==> src/design/orrls_pkg.sv <==
// shared types and codes for the oldest-ready resource lock scheduler
`default_nettype none

package orrls_pkg;

   localparam int TAG_W = 8;
   localparam int RES_W = 5;

   // operation codes carried in the request word
   localparam logic [1:0] OP_ENQUEUE = 2'd0;
   localparam logic [1:0] OP_TAKE    = 2'd1;
   localparam logic [1:0] OP_RELEASE = 2'd2;

   typedef struct packed {
      logic [1:0]       opcode;
      logic [TAG_W-1:0] req_tag;
      logic [RES_W-1:0] res_a;
      logic [RES_W-1:0] res_b;
      logic [RES_W-1:0] res_c;
      logic             shutdown;
   } req_word_type;

   typedef struct packed {
      logic             granted;
      logic [TAG_W-1:0] grant_tag;
      logic             grant_shutdown;
      logic             queue_full;
   } rsp_word_type;

   // one queue slot
   typedef struct packed {
      logic             valid;
      logic [TAG_W-1:0] tag;
      logic [RES_W-1:0] res_a;
      logic [RES_W-1:0] res_b;
      logic [RES_W-1:0] res_c;
      logic             shutdown;
   } entry_type;

   // strobes from the sequencer to every slot
   typedef struct packed {
      logic load;
      logic check;
      logic shift;
   } cell_ctrl_type;

endpackage

`default_nettype wire

==> src/design/orrls_cell.sv <==
// one queue slot: holds an entry, checks readiness, joins the oldest-first chain
`default_nettype none

module orrls_cell #(
   parameter int NUM_RESOURCES   = 16,
   parameter int RES_PER_REQUEST = 3
) (
   input  wire logic                    clock,
   input  wire logic                    reset,
   input  wire orrls_pkg::cell_ctrl_type ctrl,
   input  wire logic [NUM_RESOURCES:1]  busy,
   input  wire orrls_pkg::entry_type    load_entry,
   input  wire logic                    prev_valid,
   input  wire orrls_pkg::entry_type    next_entry,
   input  wire logic                    found_in,
   output logic                         found_out,
   output logic                         win,
   output orrls_pkg::entry_type         entry
);
   import orrls_pkg::*;

   entry_type entry_ff, entry_in;
   logic      ready_ff, ready_in;
   logic      hit;

   // decoded resource set of this entry, out-of-range and zero drop out
   function automatic logic [NUM_RESOURCES:1] res_mask(input logic [RES_W-1:0] ra,
                                                       input logic [RES_W-1:0] rb,
                                                       input logic [RES_W-1:0] rc);
      logic [RES_W-1:0]       list [3];
      logic [NUM_RESOURCES:1] m;
      list[0] = ra;
      list[1] = rb;
      list[2] = rc;
      m = '0;
      for (int k = 0; k < RES_PER_REQUEST; k++) begin
         for (int j = 1; j <= NUM_RESOURCES; j++) begin
            if ({1'b0, list[k]} == 6'(j)) begin
               m[j] = 1'b1;
            end
         end
      end
      return m;
   endfunction

   assign hit = |(res_mask(entry_ff.res_a, entry_ff.res_b, entry_ff.res_c) & busy);

   assign ready_in = ctrl.check ? (entry_ff.valid && (entry_ff.shutdown || !hit)) : ready_ff;

   // older ready slot blocks this one; found ripples toward the young end
   assign found_out = found_in | ready_ff;
   assign win       = ready_ff & ~found_in;

   always_comb begin
      priority if (ctrl.shift && found_out) begin
         entry_in = next_entry;
      end else if (ctrl.load && !entry_ff.valid && prev_valid) begin
         entry_in = load_entry;
      end else begin
         entry_in = entry_ff;
      end
   end

   always_ff @(posedge clock) begin
      if (reset) begin
         entry_ff.valid <= 1'b0;
         ready_ff       <= 1'b0;
      end else begin
         entry_ff <= entry_in;
         ready_ff <= ready_in;
      end
   end

   assign entry = entry_ff;

endmodule

`default_nettype wire

==> src/design/oldest_ready_resource_lock_scheduler_unit.sv <==
// top level of the oldest-ready resource lock scheduler: slot chain and sequencer
`default_nettype none

//  channel | direction | handshake              | word
//  req     | in        | req_valid / req_ready  | opcode, tag, three resources, shutdown
//  rsp     | out       | rsp_valid / rsp_ready  | granted, grant tag, grant shutdown, full
//
//  enqueue and release answer on acceptance; accepting a take latches every
//  slot's ready bit, then the take state runs the oldest-first chain, compacts the
//  queue and registers the grant; the found chain across all slots sets the pace
//  reset clears slot valid bits, the busy vector and the response valid bit
//  a take may be accepted while a response still waits; it then holds in the
//  take state until the response register frees up

module oldest_ready_resource_lock_scheduler_unit #(
   parameter int NUM_RESOURCES   = 16,
   parameter int RES_PER_REQUEST = 3,
   parameter int QUEUE_DEPTH     = 16
) (
   input  wire logic                    clock,
   input  wire logic                    reset,
   input  wire logic                    req_valid,
   output logic                         req_ready,
   input  wire orrls_pkg::req_word_type req_word,
   output logic                         rsp_valid,
   input  wire logic                    rsp_ready,
   output orrls_pkg::rsp_word_type      rsp_word
);
   import orrls_pkg::*;

   typedef enum logic [1:0] {
      ST_IDLE = 2'b01,
      ST_TAKE = 2'b10
   } state_type;

   state_type state_ff, state_in;

   logic                   rsp_valid_ff, rsp_valid_in;
   rsp_word_type           rsp_word_ff, rsp_word_in;
   logic [NUM_RESOURCES:1] busy_ff, busy_in;

   logic          accept;
   logic          rsp_free;
   logic          take_done;
   cell_ctrl_type ctrl;
   entry_type     load_entry;
   entry_type     sel_entry;
   logic          any_ready;

   // slot chain wiring
   entry_type              entry_q [QUEUE_DEPTH];
   logic [QUEUE_DEPTH:0]   found;
   logic [QUEUE_DEPTH-1:0] win;

   // decoded resource set, index zero and out-of-range indexes drop out
   function automatic logic [NUM_RESOURCES:1] res_mask(input logic [RES_W-1:0] ra,
                                                       input logic [RES_W-1:0] rb,
                                                       input logic [RES_W-1:0] rc);
      logic [RES_W-1:0]       list [3];
      logic [NUM_RESOURCES:1] m;
      list[0] = ra;
      list[1] = rb;
      list[2] = rc;
      m = '0;
      for (int k = 0; k < RES_PER_REQUEST; k++) begin
         for (int j = 1; j <= NUM_RESOURCES; j++) begin
            if ({1'b0, list[k]} == 6'(j)) begin
               m[j] = 1'b1;
            end
         end
      end
      return m;
   endfunction

   // handshake
   assign rsp_free  = ~rsp_valid_ff | rsp_ready;
   assign req_ready = (state_ff == ST_IDLE) && (rsp_free || req_word.opcode == OP_TAKE);
   assign accept    = req_valid & req_ready;
   assign take_done = (state_ff == ST_TAKE) && rsp_free;

   assign ctrl.load  = accept && (req_word.opcode == OP_ENQUEUE);
   assign ctrl.check = accept && (req_word.opcode == OP_TAKE);
   assign ctrl.shift = take_done;

   always_comb begin
      load_entry.valid    = 1'b1;
      load_entry.tag      = req_word.req_tag;
      load_entry.res_a    = req_word.res_a;
      load_entry.res_b    = req_word.res_b;
      load_entry.res_c    = req_word.res_c;
      load_entry.shutdown = req_word.shutdown;
   end

   // slot 0 is the oldest; the first free slot sits right after the valid prefix
   assign found[0] = 1'b0;

   for (genvar i = 0; i < QUEUE_DEPTH; i++) begin : g_slot
      logic      prev_valid;
      entry_type next_entry;

      if (i == 0) begin : g_head
         assign prev_valid = 1'b1;
      end else begin : g_body
         assign prev_valid = entry_q[i-1].valid;
      end

      if (i == QUEUE_DEPTH - 1) begin : g_tail
         assign next_entry = '0;
      end else begin : g_mid
         assign next_entry = entry_q[i+1];
      end

      orrls_cell #(
         .NUM_RESOURCES   (NUM_RESOURCES),
         .RES_PER_REQUEST (RES_PER_REQUEST)
      ) u_cell (
         .clock      (clock),
         .reset      (reset),
         .ctrl       (ctrl),
         .busy       (busy_ff),
         .load_entry (load_entry),
         .prev_valid (prev_valid),
         .next_entry (next_entry),
         .found_in   (found[i]),
         .found_out  (found[i+1]),
         .win        (win[i]),
         .entry      (entry_q[i])
      );
   end

   assign any_ready = found[QUEUE_DEPTH];

   // winner is one-hot, so an and-or pick is enough
   always_comb begin
      sel_entry = '0;
      for (int i = 0; i < QUEUE_DEPTH; i++) begin
         sel_entry = sel_entry | (entry_q[i] & {$bits(entry_type){win[i]}});
      end
   end

   // busy bits: a grant of a non-shutdown entry marks, release frees
   always_comb begin
      priority if (take_done && any_ready && !sel_entry.shutdown) begin
         busy_in = busy_ff | res_mask(sel_entry.res_a, sel_entry.res_b, sel_entry.res_c);
      end else if (accept && req_word.opcode == OP_RELEASE) begin
         busy_in = busy_ff & ~res_mask(req_word.res_a, req_word.res_b, req_word.res_c);
      end else begin
         busy_in = busy_ff;
      end
   end

   // response register
   always_comb begin
      rsp_valid_in = rsp_valid_ff;
      rsp_word_in  = rsp_word_ff;
      priority if (take_done) begin
         rsp_valid_in               = 1'b1;
         rsp_word_in.granted        = any_ready;
         rsp_word_in.grant_tag      = any_ready ? sel_entry.tag : '0;
         rsp_word_in.grant_shutdown = any_ready & sel_entry.shutdown;
         rsp_word_in.queue_full     = 1'b0;
      end else if (accept && req_word.opcode != OP_TAKE) begin
         rsp_valid_in               = 1'b1;
         rsp_word_in.granted        = 1'b0;
         rsp_word_in.grant_tag      = '0;
         rsp_word_in.grant_shutdown = 1'b0;
         // full only when the youngest slot is taken
         rsp_word_in.queue_full     = (req_word.opcode == OP_ENQUEUE) &&
                                      entry_q[QUEUE_DEPTH-1].valid;
      end else if (rsp_ready) begin
         rsp_valid_in = 1'b0;
      end
   end

   // sequencer
   always_comb begin
      unique case (state_ff)
         ST_IDLE: begin
            state_in = ctrl.check ? ST_TAKE : ST_IDLE;
         end
         ST_TAKE: begin
            state_in = take_done ? ST_IDLE : ST_TAKE;
         end
         default: begin
            state_in = ST_IDLE;
         end
      endcase
   end

   always_ff @(posedge clock) begin
      if (reset) begin
         state_ff     <= ST_IDLE;
         rsp_valid_ff <= 1'b0;
         busy_ff      <= '0;
      end else begin
         state_ff     <= state_in;
         rsp_valid_ff <= rsp_valid_in;
         busy_ff      <= busy_in;
      end
   end

   always_ff @(posedge clock) begin
      rsp_word_ff <= rsp_word_in;
   end

   assign rsp_valid = rsp_valid_ff;
   assign rsp_word  = rsp_word_ff;

endmodule

`default_nettype wire

==> config.mk <==
export PLATFORM = sky130hd
export DESIGN_NAME = oldest_ready_resource_lock_scheduler_unit
export DESIGN_NICKNAME = d
export VERILOG_FILES = /design/src/design/orrls_pkg.sv /design/src/design/orrls_cell.sv /design/src/design/oldest_ready_resource_lock_scheduler_unit.sv
export SDC_FILE = /design/constraint.sdc
export NUM_CORES = 2
export LEC_CHECK = 0
export ABC_AREA = 1
export BUFFER_PORTS_ARGS = -buffer_cell sky130_fd_sc_hd__buf_2
export CORE_ASPECT_RATIO = 1.1
export CORE_MARGIN = 3
export CORE_UTILIZATION = 38
export DETAILED_ROUTE_END_ITERATION = 12
export GPL_TIMING_DRIVEN = 0
export PLACE_DENSITY = 0.62
export SETUP_SLACK_MARGIN = 0.05
export SYNTH_ARGS = -nofsm -noshare
export SYNTH_HDL_FRONTEND = slang
export SYNTH_SLANG_ARGS = --single-unit
==> constraint.sdc <==
create_clock -name clock -period 4.26 [get_ports clock]
set_input_delay 0.852 -clock clock [delete_from_list [all_inputs] [get_ports clock]]
set_output_delay 0.852 -clock clock [all_outputs]
set_load 0.05 [all_outputs]
==> impl_metrics.env <==
export IMPL_endpoint_kind="register"
export IMPL_ir_drop_mv=0.3709
export IMPL_met2_length_mm=65.16
export IMPL_muxShareOfSynthArea_pct=0
export IMPL_vias_per_cell=6.091
export IMPL_grt_pass1_vias=31600
export IMPL_drtPass1Iterations=9
export IMPL_synth_xor_area_share_pct=0
export IMPL_fin_nets=4671
export IMPL_ant_nets=0
export IMPL_worstPathRequired_ns=4.80
export IMPL_synth_top_area_share_pct=37.86
export IMPL_maxCapViolCount=9
export IMPL_dieArea_mm2=0.08571
export IMPL_rows=109
export IMPL_drtIter0Drc=5455
export IMPL_dr_max_layer_used="met5"
export IMPL_failed_checks="max-capacitance violations, max-slew violations, negative setup slack"
export IMPL_critical_path_class="register to register"
export IMPL_synth_ff_type="edfxtp_1"
export IMPL_skew_ns=0.02047
export IMPL_vias=34990
export IMPL_io_buffers=40
export IMPL_drive_gt1_share_pct=5.020
export IMPL_cts_buffers=51
export IMPL_overflow=0
export IMPL_finalWirelength_mm=155.4
export IMPL_num_fill_cells=8503
export IMPL_drc=0
export IMPL_cp_start_kind="register"
export IMPL_synthesis_nets=4571
export IMPL_drt_met1_wl_mm=56.72
export IMPL_outcome="finished with violations"
export IMPL_gp_congestion=1.039
export IMPL_path_max_fanout=10
export IMPL_syn_area_per_cell_um2=6.884
export IMPL_synth_seq_cells=446
export IMPL_synth_simple_area_share_pct=37.70
export IMPL_startpoint="g_slot[2].u_cell.ready_ff"
export IMPL_grtUsageTotal_pct=34.96
export IMPL_cts_tree="yes"
export IMPL_hold_buffers=0
export IMPL_worst_pin_slew_ns=1.677
export IMPL_synth_area_leader_cell="edfxtp_1"
export IMPL_grt_max_degree=25
export IMPL_dr_wl_met3_mm=18.87
export IMPL_yosysWarnings=0
export IMPL_hp_class="register to register"
export IMPL_die_y_um=306.8
export IMPL_ys_top_cells_by_area="edfxtp_1, nand2_1, nand3_1, o21ai_0, nor2_1"
export IMPL_p_total_w=0.009892
export IMPL_area_growth_pct=11.25
export IMPL_cts_buffer_depth=3
export IMPL_clkSinkCount=446
export IMPL_hold_viol=0
export IMPL_finalCriticalPeriod_ns=4.319
export IMPL_cts_clk_slew_worst_paths_ns=0.07
export IMPL_postPlaceCellArea_mm2=0.03300
export IMPL_start_util_pct=38.64
export IMPL_wl_per_cell_um=27.04
export IMPL_synth_cells=4539
export IMPL_io_pins=43
export IMPL_yosysSeqAreaShare_pct=41.19
export IMPL_period_share_pct=101.4
export IMPL_p_leak_nw=14.25
export IMPL_pwr_density_cell_mw_per_mm2=284.5
export IMPL_fin_area_mm2=0.03476
export IMPL_rsz0062_at_grt="no"
export IMPL_synth_top_family_by_area="simple AND/OR/NAND/NOR gates"
export IMPL_coreArea_mm2=0.08087
export IMPL_maxSlewViolCount=82
export IMPL_finalSetupViolCount=6
export IMPL_maxSlewHeadroom_pct=-11.79
export IMPL_reg2reg_from="g_slot[2].u_cell.ready_ff"
export IMPL_synth_edf_count=394
export IMPL_synth_compound_area_share_pct=12.71
export IMPL_insertion_delay_ns=0.62
export IMPL_dp_hpwl_mm=113.3
export IMPL_async_flop_share_pct=0
export IMPL_cts_root_buf="clkbuf_16"
export IMPL_grt_pass1_wl_mm=217.7
export IMPL_ys_types=52
export IMPL_antenna_found_initial=10
export IMPL_synth_area_mm2=0.03125
export IMPL_min_delay_start="g_slot[9].u_cell.entry[24]"
export IMPL_arrival_ns=4.86
export IMPL_synth_adder_area_share_pct=0.08008
export IMPL_max_freq_ghz=0.2315
export IMPL_worst_r2r_setup_slack_ns=-0.06
export IMPL_die_w_um=279.4
export IMPL_worst_slack_ns=-0.05897
export IMPL_htreeDepth=2
-- layout by cell type, fill, tap and decap left out, types with 7 or more instances in the layout --
cell type  count
o211ai_1      27
nor2_1       476
dfxtp_1       52
nand4_1       73
o221ai_1      34
nand3b_1      10
a31oi_1       17
nor2_2        15
buf_2         58
nand3_2        9
clkbuf_1     141
clkinv_1      23
o2111ai_1      8
o311ai_0       7
clkbuf_2      23
clkbuf_16     54
a221oi_1      39
nor2_4        12
edfxtp_1     394
clkinv_2       7
nor3_1       112
o21ai_0      395
nand2_1     1369
a21oi_1       76
nand3_1      645
buf_1         11
diode_2       10
inv_1        471
a22o_1        29
-- registers in the layout (all words and copies together) (netlist names) --
register / count
g_slot.u_cell.entry: 400
busy_ff: 16
rsp_valid: 1
rsp_word: 11
state_ff: 2
g_slot.u_cell.ready_ff: 16
-- logic make-up (layout without fill, tap and decap cells) --
| family | Yosys count | count (layout) |
|---|---|---|
| AND/OR/NAND/NOR | 2743 | 2743 |
| other | 0 | 10 |
| flip-flops | 446 | 446 |
| AO/OA/AOI/OAI | 668 | 668 |
| adder cells (fa/ha/maj) | 2 | 2 |
| buffers and inverters | 680 | 822 |
-- power breakdown --
part	internal (W)	total [W]	switching (W)
clock	0.00260	0.00459	0.00199
sequential	0.00477	0.00477	0.00000949
combinational	0.000112	0.000522	0.000411
-- worst paths after layout --
path / cells past startpoint / end
hold reg to reg: 2 / g_slot[9].u_cell.ready_ff
setup reg to reg: 17 / busy_ff[2]
setup / recovery: 17 / busy_ff[2]
hold / removal: 2 / g_slot[9].u_cell.ready_ff
-- cell type report --
type	instances	area, µm²	area share, %
sequential	446	12870	37.03
antenna	10	25.02	0.07198
clock buffer	66	1421	4.089
timing repair buffer	47	342.8	0.9862
buffer	189	785.8	2.260
clock inverter	29	269.0	0.7738
inverter	491	1846	5.309
tap	1054	1319	3.794
multi-input combinational	3413	15880	45.69
-- synth_stat cells (9+ instances only) --
| cell | n |
|---|---|
| nand2_1 | 1369 |
| nand3_1 | 645 |
| nor2_1 | 492 |
| inv_1 | 471 |
| o21ai_0 | 395 |
| edfxtp_1 | 394 |
| clkbuf_1 | 155 |
| nor3_1 | 112 |
| a21oi_1 | 78 |
| nand4_1 | 73 |
| dfxtp_1 | 52 |
| a221oi_1 | 39 |
| o221ai_1 | 34 |
| a22o_1 | 29 |
| o211ai_1 | 27 |
| a31oi_1 | 17 |
| buf_2 | 15 |
| buf_1 | 14 |
| clkinv_1 | 13 |
| nand3b_1 | 10 |
| nand3_2 | 9 |
-- timing repair --
| action | in CTS | in global routing |
|---|---|---|
| gates resized for setup | 0 | 3 |
| setup buffers | 0 | 0 |
| endpoints found under the setup margin | 0 | 29 |
-- per-layer routing --
layer	GRT usage, %	vias up
met5	0	-
met3	8.800	646
met4	27.27	10
li1	-	15610
met1	43.59	16210
met2	51.83	2522
-- worst max-delay path: stages (launching register included) --
cell and delay (ns):
dfxtp_1 0.30, buf_2 0.22, inv_4 0.10, nand3_1 0.53, nor2_1 0.09, nor3_1 0.66
nand3_1 0.25, nor2_1 0.33, nand4_1 0.27, nor2_1 0.20, nand3_1 0.17, nor2_1 0.25
nand3_2 0.23, nor2_1 0.24, nand2_1 0.08, nand3_1 0.08, nand2_1 0.07, a21oi_1 0.15
-- stage by stage --
step / utilization (%) / worst slack, ns / cells / setup TNS (ns) / hold WS [ns]
after floorplan: - / 0.05440 / 4539 / 0 / 0.4567
after global placement: 40.56 / -0.8326 / 5633 / -159.03 / 0.4690
after CTS: 42.90 / 0.1494 / 5734 / 0 / 0.4800
final: 42.98 / -0.05897 / 5745 / -0.1572 / 0.4787
after detailed placement: 40.81 / -0.3576 / 5639 / -39.59 / 0.4736
after global routing: 42.97 / 0.06722 / 5739 / 0 / 0.5019
No activity file was read; power rests on OpenSTA's default activity.
